### config.mk
export PLATFORM = sky130hd
export DESIGN_NAME = framed_command_packet_parser
export DESIGN_NICKNAME = d
export VERILOG_FILES = /design/src/fcpp_pkg.sv /design/src/fcpp_frame.sv /design/src/framed_command_packet_parser.sv
export SDC_FILE = /design/constraint.sdc
export NUM_CORES = 1
export LEC_CHECK = 0
export BUFFER_PORTS_ARGS = -buffer_cell sky130_fd_sc_hd__buf_2
export CORE_ASPECT_RATIO = 0.9
export CORE_MARGIN = 5
export CORE_UTILIZATION = 55
export DETAILED_ROUTE_END_ITERATION = 10
export PLACE_DENSITY = 0.76
export SYNTH_ARGS = -nofsm -noshare
export SYNTH_HDL_FRONTEND = slang
export SYNTH_SLANG_ARGS = --single-unit
### constraint.sdc
create_clock -name aclk -period 16.6 [get_ports aclk]
set_input_delay 1.66 -clock aclk [delete_from_list [all_inputs] [get_ports aclk]]
set_output_delay 1.66 -clock aclk [all_outputs]
set_load 0.1 [all_outputs]
### src/fcpp_pkg.sv
// Package for the framed command packet parser.
// Holds the framing constants and the result type shared by the parser core and top level.
`timescale 1ns / 1ps

package fcpp_pkg;

    localparam logic [7:0] HDR_BYTE    = 8'hA5;
    localparam logic [7:0] TAIL_BYTE   = 8'h5A;
    localparam int         MAX_PAYLOAD = 64;
    localparam int         KEPT_BYTES  = 6;
    localparam int         CNT_W       = 7;
    localparam int         IDX_W       = 3;

    localparam logic [CNT_W-1:0] MAX_COUNT  = CNT_W'(MAX_PAYLOAD);
    localparam logic [CNT_W-1:0] KEPT_COUNT = CNT_W'(KEPT_BYTES);

    localparam logic OP_BYTE    = 1'b0;
    localparam logic OP_OVERRUN = 1'b1;

    typedef struct packed {
        logic        emit;
        logic        shoot_flag;
        logic        arm_request;
        logic        stop_request;
        logic        start_request;
        logic [31:0] fire_value_bits;
    } fcpp_result_t;

endpackage

### src/fcpp_frame.sv
// Frame tracking and checksum logic of the framed command packet parser.
// Depends on fcpp_pkg for constants and the result type.
`timescale 1ns / 1ps

module fcpp_frame (
    input  logic                 aclk,
    input  logic                 aresetn,
    input  logic                 step,
    input  logic                 op,
    input  logic [7:0]           rx_byte,
    output fcpp_pkg::fcpp_result_t result
);

    logic                          in_frame_reg, in_frame_next;
    logic [fcpp_pkg::CNT_W-1:0]    count_reg, count_next;
    logic [7:0]                    bytes_reg [fcpp_pkg::KEPT_BYTES];
    logic [7:0]                    bytes_next [fcpp_pkg::KEPT_BYTES];
    logic [7:0]                    sum;
    logic                          sum_ok;

    assign sum = bytes_reg[0] + bytes_reg[1] + bytes_reg[2] + bytes_reg[3] + bytes_reg[4];
    assign sum_ok = (sum == bytes_reg[5]);

    always_comb begin
        in_frame_next = in_frame_reg;
        count_next    = count_reg;
        bytes_next    = bytes_reg;
        result        = '0;
        if (op == fcpp_pkg::OP_OVERRUN) begin
            in_frame_next = 1'b0;
            count_next    = '0;
            for (int i = 0; i < fcpp_pkg::KEPT_BYTES; i++) begin
                bytes_next[i] = '0;
            end
        end else if (!in_frame_reg) begin
            if (rx_byte == fcpp_pkg::HDR_BYTE) begin
                in_frame_next = 1'b1;
                count_next    = '0;
            end
        end else if (rx_byte != fcpp_pkg::TAIL_BYTE) begin
            if (count_reg >= fcpp_pkg::MAX_COUNT) begin
                in_frame_next = 1'b0;
                count_next    = '0;
            end else begin
                if (count_reg < fcpp_pkg::KEPT_COUNT) begin
                    bytes_next[count_reg[fcpp_pkg::IDX_W-1:0]] = rx_byte;
                end
                count_next = count_reg + 1'b1;
            end
        end else begin
            in_frame_next          = 1'b0;
            count_next             = '0;
            result.emit            = sum_ok;
            result.shoot_flag      = bytes_reg[0][0];
            result.arm_request     = bytes_reg[0][1];
            result.stop_request    = bytes_reg[0][2];
            result.start_request   = bytes_reg[0][3];
            result.fire_value_bits = {bytes_reg[4], bytes_reg[3], bytes_reg[2], bytes_reg[1]};
        end
    end

    always_ff @(posedge aclk) begin
        if (!aresetn) begin
            in_frame_reg <= 1'b0;
            count_reg    <= '0;
            for (int i = 0; i < fcpp_pkg::KEPT_BYTES; i++) begin
                bytes_reg[i] <= '0;
            end
        end else if (step) begin
            in_frame_reg <= in_frame_next;
            count_reg    <= count_next;
            bytes_reg    <= bytes_next;
        end
    end

endmodule

### src/framed_command_packet_parser.sv
// Top level of the framed command packet parser: input register, parser core, result register.
// Depends on fcpp_pkg and fcpp_frame.
`timescale 1ns / 1ps

// Takes one received byte or overrun event per word and emits one command word for each
// frame (header 0xA5, payload, tail 0x5A) whose first five payload bytes sum modulo 256 to the
// sixth; a shorter frame is checked with the kept bytes left from before. Frames that fail
// the check, overlong frames and overrun events give no output word. A word is taken every
// cycle while the output side keeps up. A result passes from its tail byte through the input
// register and the result register, around the combinational parser logic, before it is valid
// on the output. A result waiting on the output holds the input register.

module framed_command_packet_parser (
    input  logic        aclk,
    input  logic        aresetn,
    input  logic        s_tvalid,
    output logic        s_tready,
    input  logic [7:0]  s_tdata,   // [7:0] rx_byte
    input  logic        s_tuser,   // [0] op: 0 byte received, 1 overrun event
    output logic        m_tvalid,
    input  logic        m_tready,
    output logic [39:0] m_tdata    // [0] shoot_flag, [1] arm_request, [2] stop_request,
                                   // [3] start_request, [35:4] fire_value_bits, [39:36] zero
);

    logic                   in_valid_reg;
    logic                   in_op_reg;
    logic [7:0]             in_byte_reg;
    logic                   advance;
    fcpp_pkg::fcpp_result_t result;
    logic                   out_valid_reg, out_valid_next;
    logic [35:0]            out_data_reg;

    assign advance  = in_valid_reg && (!out_valid_reg || m_tready);
    assign s_tready = !in_valid_reg || advance;

    // hold the input word until the parser consumes it
    always_ff @(posedge aclk) begin
        if (!aresetn) begin
            in_valid_reg <= 1'b0;
        end else if (s_tready) begin
            in_valid_reg <= s_tvalid;
        end
    end

    always_ff @(posedge aclk) begin
        if (s_tvalid && s_tready) begin
            in_op_reg   <= s_tuser;
            in_byte_reg <= s_tdata;
        end
    end

    fcpp_frame u_frame (
        .aclk    (aclk),
        .aresetn (aresetn),
        .step    (advance),
        .op      (in_op_reg),
        .rx_byte (in_byte_reg),
        .result  (result)
    );

    always_comb begin
        if (advance) begin
            out_valid_next = result.emit;
        end else if (m_tready) begin
            out_valid_next = 1'b0;
        end else begin
            out_valid_next = out_valid_reg;
        end
    end

    always_ff @(posedge aclk) begin
        if (!aresetn) begin
            out_valid_reg <= 1'b0;
        end else begin
            out_valid_reg <= out_valid_next;
        end
    end

    always_ff @(posedge aclk) begin
        if (advance && result.emit) begin
            out_data_reg <= {result.fire_value_bits, result.start_request, result.stop_request,
                             result.arm_request, result.shoot_flag};
        end
    end

    assign m_tvalid = out_valid_reg;
    assign m_tdata  = {4'b0000, out_data_reg};

endmodule

==> impl_results.md, run 1 <==
- Run status: finished, final reports clean
- Number of flip-flops under the largest register name: 48
- Cells on worst reg2reg path: 12
- Clock buffer count from CTS: 9
- Final nets: 485
- Sequential fraction of the synthesis area: 51.9%
- Pwr Density: 80.7 nW/µm²
- Kind of cell adding the most delay to the critical path: adder cells
- Largest family of logic cells by synthesized area: simple AND/OR/NAND/NOR gates
- Initial DRC count: 217
- Post-synthesis mux area share: 0%
- Initial core utilization: 56.5%
- Post-Synth XOR/XNOR Area: 4.63%
- Top FF cell, synth: dfxtp_1
- Fillcell total: 721
- Period utilization: 28.6%
- Crit path from: u_frame.bytes_reg[9]
- DP HPWL: 7010 µm
- Crit path top cell by count: fa_1
- # resized after CTS: 0
- Synth top area share: 27.9%
- Final wirelength: 10400 µm
- Slew @ Worst Pin: 1.22 ns
- Ports: 55
- Cell Area, Placed: 5170 µm²
- GRT overflow: 0
- Simple-gate area share of the yosys netlist: 17.0%
- Synthesized area: 4840 µm²
- Root Buffer: clkbuf_8
- Worst path arrival time: 4.76 ns
- WS Path Type: reg -> reg
- WHS Endpoint: in_valid_reg
- Number of vias per cell: 5.76
- Worst Setup End Kind: flip-flop
- Dominant cells by area after synthesis: edfxtp_1, dfxtp_1, a32oi_1, fa_1, nor2b_1
- CTS Buffer Depth: 2
- # setup viols final: 0
- VDD IR max: 75.8 µV
- Fmax achieved: 211 MHz
- Area occupied by multi-input gates: 2160 µm²
- CP max stage delay: 0.59 ns
- Crit path launch type: flip-flop
- FF-to-FF Start: u_frame.bytes_reg[9]
- Residual DRC: 0
- RSZ-0062 raised after global routing: no
- Cell count after synthesis: 402
- Tmin final: 4.74 ns
- Final setup TNS: 0 ns
- Largest net degree at the start of global routing: 54
- Detail Route Antenna Nets: 0
- Die area: 10800 µm²
- # diodes: 0
- Wire per inst: 18.4 µm
- Crit-path cells: fa_1, fa_1, fa_1, ha_1, inv_1, fa_1, nand2b_1, a21oi_1, xnor2_1, or4_1, nor3_4, buf_4
- Mean Syn Cell Area: 12.0 µm²
- Clk pin slew, worst setup/hold paths: 0.10 ns
- Lkg Pwr: 2.05 nW
- Core area: 8570 µm²
- Synth Area in Compound Gates: 12.0%
- Chip height: 99.0 µm
- EDFF count, synth: 45
- Die X: 109 µm
- Initial antenna violation count: 0
- R2R Path End: out_data_reg[0]
- Vias in the first global route: 3258
- Share of post-route cells with drive strength above 1: 17.9%
- Worst hold path depth: 2
- Distinct cells, synth: 48
- Finished Cell Area: 5350 µm²
- Synth Area in Adders: 10.6%
- Latest clock arrival within the worst-skew pair: 0.37 ns
- Final hold violation count: 0
- CP max FO: 34
- H-Tree Level Count: 3
- Slew Viols, Final: 0
- Area Growth Syn to Fin: 10.4%
- Clock Skew: 0.0121 ns
- Overall Global Routing Usage: 20.1%
- Post CTS Setup Buffer Count: 0
- Gpl congestion: 0.865
- Synthesis Warnings: 0
- Data required time of the worst path: 16.62 ns
- R2R Setup Slk: 11.86 ns
- Synth async-reset ratio: 0%
- Rows: 32
- CTS Sinks: 103
- Synthesized flop and latch total: 103
- Post-CTS Hold Fix Bufs: 0
- Port Buffers: 50
- Total number of vias: 3265
- Crit-path slowest cell: or4_1
- Cell taking the most area after synthesis: edfxtp_1
- HP Start: in_valid_reg
- Register area: 2510 µm²
- Max-cap violations: 0
- TritonCTS clock tree: done
- CP Buf/Inv Count: 2
- Rel. slew slack: 18.4%
- Global-route wire length before repair: 16600 µm
- DRT Pass-1 Iters: 4
- HP Class: reg -> reg
==> how the worst max path moves through the flow <==
stage,endpoint,slack [ns],depth (start not counted)
6_report,out_data_reg[0],11.86,12
5_1_grt,out_data_reg[0],11.59,12
4_1_cts,out_data_reg[0],11.84,12
3_5_place_dp,out_data_reg[4],11.93,12
3_3_place_gp,out_data_reg[0],12.07,12
2_1_floorplan,out_data_reg[0],11.34,11
==> synthesized netlist by cell type, types with 2 or more instances <==
master	count
nor2_1	13
clkbuf_1	19
xor2_1	8
inv_1	12
nand4b_1	2
buf_1	2
fa_1	20
buf_4	4
clkbuf_2	2
o21ai_1	7
a21oi_1	4
xnor2_1	15
nand2b_1	2
nand2_1	5
nor2b_1	52
and2_1	32
ha_1	9
nor3b_1	3
and2_2	6
dfxtp_1	58
o31ai_1	2
a32oi_1	49
nand4_1	5
and3_1	2
o21a_1	2
edfxtp_1	45
==> cell families after synthesis <==
logic type,Yosys count
flip-flops,103
adder cells (fa/ha/maj),29
other,1
AND/OR/NAND/NOR,131
buffers and inverters,41
XOR/XNOR,24
AO/OA/AOI/OAI,73
==> power breakdown <==
part / switching, mW / total, mW / internal [mW]
clock network: 0.0890 / 0.145 / 0.0561
logic: 0.0108 / 0.0154 / 0.00465
registers: 0.00619 / 0.271 / 0.265
==> per-stage QoR <==
stage	instances	hold WS, ns	total power, mW	util, %	setup WS, ns
after floorplan	405	0.476	0.287	-	11.34
after global placement	551	0.496	0.291	60.3	12.07
after detailed placement	551	0.514	0.292	60.3	11.93
after CTS	567	0.534	0.434	62.4	11.84
after global routing	567	0.554	0.448	62.4	11.59
final	567	0.536	0.431	62.4	11.86
==> worst min-delay path: stages (launching register included) <==
cell,delay (ns)
dfxtp_1,0.33
a21oi_1,0.12
nor2b_1,0.05
==> layout make-up <==
| cell class | instances | area share [%] |
|---|---|---|
| Multi-Input combinational cell | 261 | 40.5 |
| Clock inverter | 7 | 1.03 |
| Sequential cell | 103 | 47.0 |
| Clock buffer | 9 | 2.32 |
| Inverter | 12 | 0.843 |
| Tap cell | 119 | 2.79 |
| Timing Repair Buffer | 56 | 5.52 |
==> cell usage in the layout (no fill, tap or decap), types with 3 or more instances in the layout <==
master,count
dfxtp_1,58
nor2b_1,52
buf_2,50
a32oi_1,49
edfxtp_1,45
and2_1,32
fa_1,20
xnor2_1,15
nor2_1,13
inv_1,12
ha_1,9
clkbuf_8,9
xor2_1,8
o21ai_1,7
and2_2,6
buf_4,6
nand4_1,5
nand2_1,5
a21oi_1,4
conb_1,4
nor3b_1,3
clkinvlp_4,3
==> layer usage <==
layer | global-route usage (%) | part of all wire [%] | vias up
met5 | 0 | 0 | -
met3 | 7.20 | 9.5 | 21
met4 | 6.12 | 1.9 | 0
met2 | 31.0 | 48 | 135
li1 | - | - | 1520
met1 | 26.7 | 41 | 1589
Note: power is estimated with default switching activity, not from simulation.
==> run 2, diff against run 1 <==
Settings changed: CORE_UTILIZATION 55 to 53.
Clock period 16.6 ns to 3.9 ns, I/O delays scaled along.
==> run 2 against run 1 <==
  * The run now ends with negative setup slack left
  * Sequential share of layout area decreased by 2.3 points
  * Cell count increased by 3.4%
  * Sequential cell count unchanged
  * Routed wire length increased by 4.6%
  * Sequential power increased to 4.2 times the previous value
  * Register-to-register slack got worse by 12 ns
  * Highest routed layer unchanged
  * Clock-buffer cell count increased by 1
  * Die area increased by 3.4%
  * Critical endpoint is now out_data_reg[35]
  * First-iteration DRC count increased by 12%
  * Worst hold slack got worse by 0.35 ns
  * Maximum frequency increased by 14%
  * Critical path depth increased by 1
==> impl_results.md, run 2 (synthesis results as in run 1) <==
- Finished Core Util: 62.4% (about the same)
- RSZ-0062 raised after global routing: yes (was no)
- HP Class: in -> reg (was reg -> reg)
- Crit path from: u_frame.bytes_reg[25] (was u_frame.bytes_reg[9])
- Overall Global Routing Usage: 19.9% (was 20.1%)
- R2R Path End: out_data_reg[35] (was out_data_reg[0])
- Final wirelength: 10900 µm (was 10400 µm)
- Cells on worst reg2reg path: 13 (was 12)
- CP max stage delay: 0.57 ns (was 0.59 ns)
- Port Buffers: 50 (unchanged)
- Failing checks: negative setup slack
- Clock buffer count from CTS: 9 (unchanged)
- Final setup TNS: -8.39 ns (was 0 ns)
- Chip height: 101 µm (was 99.0 µm)
- Crit-path slowest cell: fa_1 (was or4_1)
- Period utilization: 107% (was 28.6%)
- Die X: 111 µm (was 109 µm)
- Residual DRC: 0 (unchanged)
- Most common cell after layout, fill and taps aside: dfxtp_1 (unchanged)
- Number of vias per cell: 5.74 (was 5.76)
- Rows: 33 (was 32)
- End of the critical path: out_data_reg[35] (was out_data_reg[0])
- Share of post-route cells with drive strength above 1: 23.1% (was 17.9%)
- Crit path launch type: flip-flop (unchanged)
- Slew @ Worst Pin: 1.02 ns (was 1.22 ns)
- Gpl congestion: 0.881 (was 0.865)
- Latest clock arrival within the worst-skew pair: 0.37 ns (about the same)
- Finished Cell Area: 5620 µm² (was 5350 µm²)
- WS Path Type: reg -> reg (unchanged)
- GRT overflow: 0 (unchanged)
- DRT Pass-1 Iters: 5 (was 4)
- Detail Route Antenna Nets: 0 (unchanged)
- Max-cap violations: 0 (unchanged)
- Number of flip-flops under the largest register name: 48 (unchanged)
- Layout Cells excl Fill: 586 (was 567)
- Ports: 55 (unchanged)
- Clock Skew: 0.0104 ns (was 0.0121 ns)
- Area Growth Syn to Fin: 16.1% (was 10.4%)
- Largest net degree at the start of global routing: 54 (unchanged)
- Dpl cells: 566 (was 551)
- CTS Sinks: 103 (unchanged)
- Clk pin slew, worst setup/hold paths: 0.10 ns (about the same)
- Crit-path cells: fa_1, fa_1, fa_1, ha_2, inv_2, fa_2, nand2b_4, a21oi_4, xnor2_1, or4_4, nor3_4, buf_6, clkbuf_16 (was fa_1, fa_1, fa_1, ha_1, inv_1, fa_1, nand2b_1, a21oi_1, xnor2_1, or4_1, nor3_4, buf_4)
- Initial core utilization: 53.8% (was 56.5%)
- Die area: 11100 µm² (was 10800 µm²)
- Initial antenna violation count: 0 (unchanged)
- Commonest cells after routing, fill and taps aside: dfxtp_1, nor2b_1, buf_2 (unchanged)
- Core area: 9000 µm² (was 8570 µm²)
- Worst Setup End Kind: flip-flop (unchanged)
- R2R Setup Slk: -0.26 ns (was 11.86 ns)
- Worst path arrival time: 4.25 ns (was 4.76 ns)
- Run status: finished with violations (was finished, final reports clean)
- Pwr Density: 348 nW/µm² (was 80.7 nW/µm²)
- Total Power: 1.96 mW (was 431 µW)
- Worst Hold Slack: 0.190 ns (was 0.536 ns)
- VDD IR max: 248 µV (was 75.8 µV)
- Wire per inst: 18.6 µm (was 18.4 µm)
- Post-CTS Hold Fix Bufs: 0 (unchanged)
- Final nets: 501 (was 485)
- Global-route wire length before repair: 17300 µm (was 16600 µm)
- Root Buffer: clkbuf_8 (unchanged)
- Vias in the first global route: 3354 (was 3258)
- Fmax achieved: 241 MHz (was 211 MHz)
- Cell Area, Placed: 5320 µm² (was 5170 µm²)
- Tmin final: 4.16 ns (was 4.74 ns)
- Slew Viols, Final: 0 (unchanged)
- # diodes: 0 (unchanged)
- CP max FO: 7 (was 34)
- Crit path top cell by count: fa_1 (unchanged)
- Initial DRC count: 244 (was 217)
- Lkg Pwr: 2.20 nW (was 2.05 nW)
- Pre-CTS WS: -0.206 ns (was 11.93 ns)
- CTS Buffer Depth: 2 (unchanged)
- FF-to-FF Start: u_frame.bytes_reg[25] (was u_frame.bytes_reg[9])
- TritonCTS clock tree: done (unchanged)
- DP HPWL: 7280 µm (was 7010 µm)
- Rel. slew slack: 31.6% (was 18.4%)
- # setup viols final: 37 (was 0)
- Post-route setup slack: -0.256 ns (was 11.86 ns)
- H-Tree Level Count: 3 (unchanged)
- Data required time of the worst path: 3.99 ns (was 16.62 ns)
- Final hold violation count: 0 (unchanged)
- Total number of vias: 3365 (was 3265)
-- run 2: cell count changes in the layout (fill, tap and decap cells not counted), sizes merged --
cell and change:
clkinvlp -3, inv -1, bufinv +2, buf +15, clkbuf +2, clkinv +1
-- run 2: per-layer routing --
layer / part of all wire [%] / vias to the layer above / track usage (%)
li1: - / 1564 / -
met1: 42 / 1624 / 26.5
met2: 48 / 165 / 32.6
met3: 9.3 / 12 / 4.86
met4: 1.0 / 0 / 6.44
met5: 0 / - / 0
-- run 2: what timing repair did --
action                     in CTS  in global routing
setup buffers                   1                  1
pin swaps                       0                  5
gates cloned                    1                  1
gates resized for setup         3                  2
setup endpoints to repair      37                 37
-- run 2: area by class of cell --
type	instances	area, µm²
Clock buffer	10	128
Clock inverter	6	91.3
Fill cell	716	3380
Inverter	12	45.0
Multi-Input combinational cell	261	2210
Sequential cell	103	2510
Tap cell	122	153
Timing Repair Buffer	72	482
-- run 2: worst max-delay path: cells and delay by family (launching register included) --
kind	cells	cell delay, ns
AOI/OAI and AO/OA	1	0.17
xor gates and xnor gates	1	0.09
adders and majority gates	5	2.06
buffers and inverters	3	0.39
DFF	1	0.34
and+or+nand+nor	3	0.83
-- run 2: where the power goes --
part | leakage (nW) | internal, mW | switching [mW]
logic | 1.16 | 0.0205 | 0.0467
registers | 0.937 | 1.13 | 0.0267
clock network | 0.111 | 0.367 | 0.369
total | 2.20 | 1.51 | 0.442
-- run 2: how the worst min path moves through the flow --
stage,startpoint,to,depth (start not counted)
CTS,s_tdata[3],in_byte_reg[3],1
floorplan,u_frame.bytes_reg[46],u_frame.bytes_reg[46],2
global route,s_tdata[6],in_byte_reg[6],1
detailed placement,u_frame.bytes_reg[46],u_frame.bytes_reg[46],2
finish,s_tdata[5],in_byte_reg[5],1
global placement,u_frame.bytes_reg[46],u_frame.bytes_reg[46],2
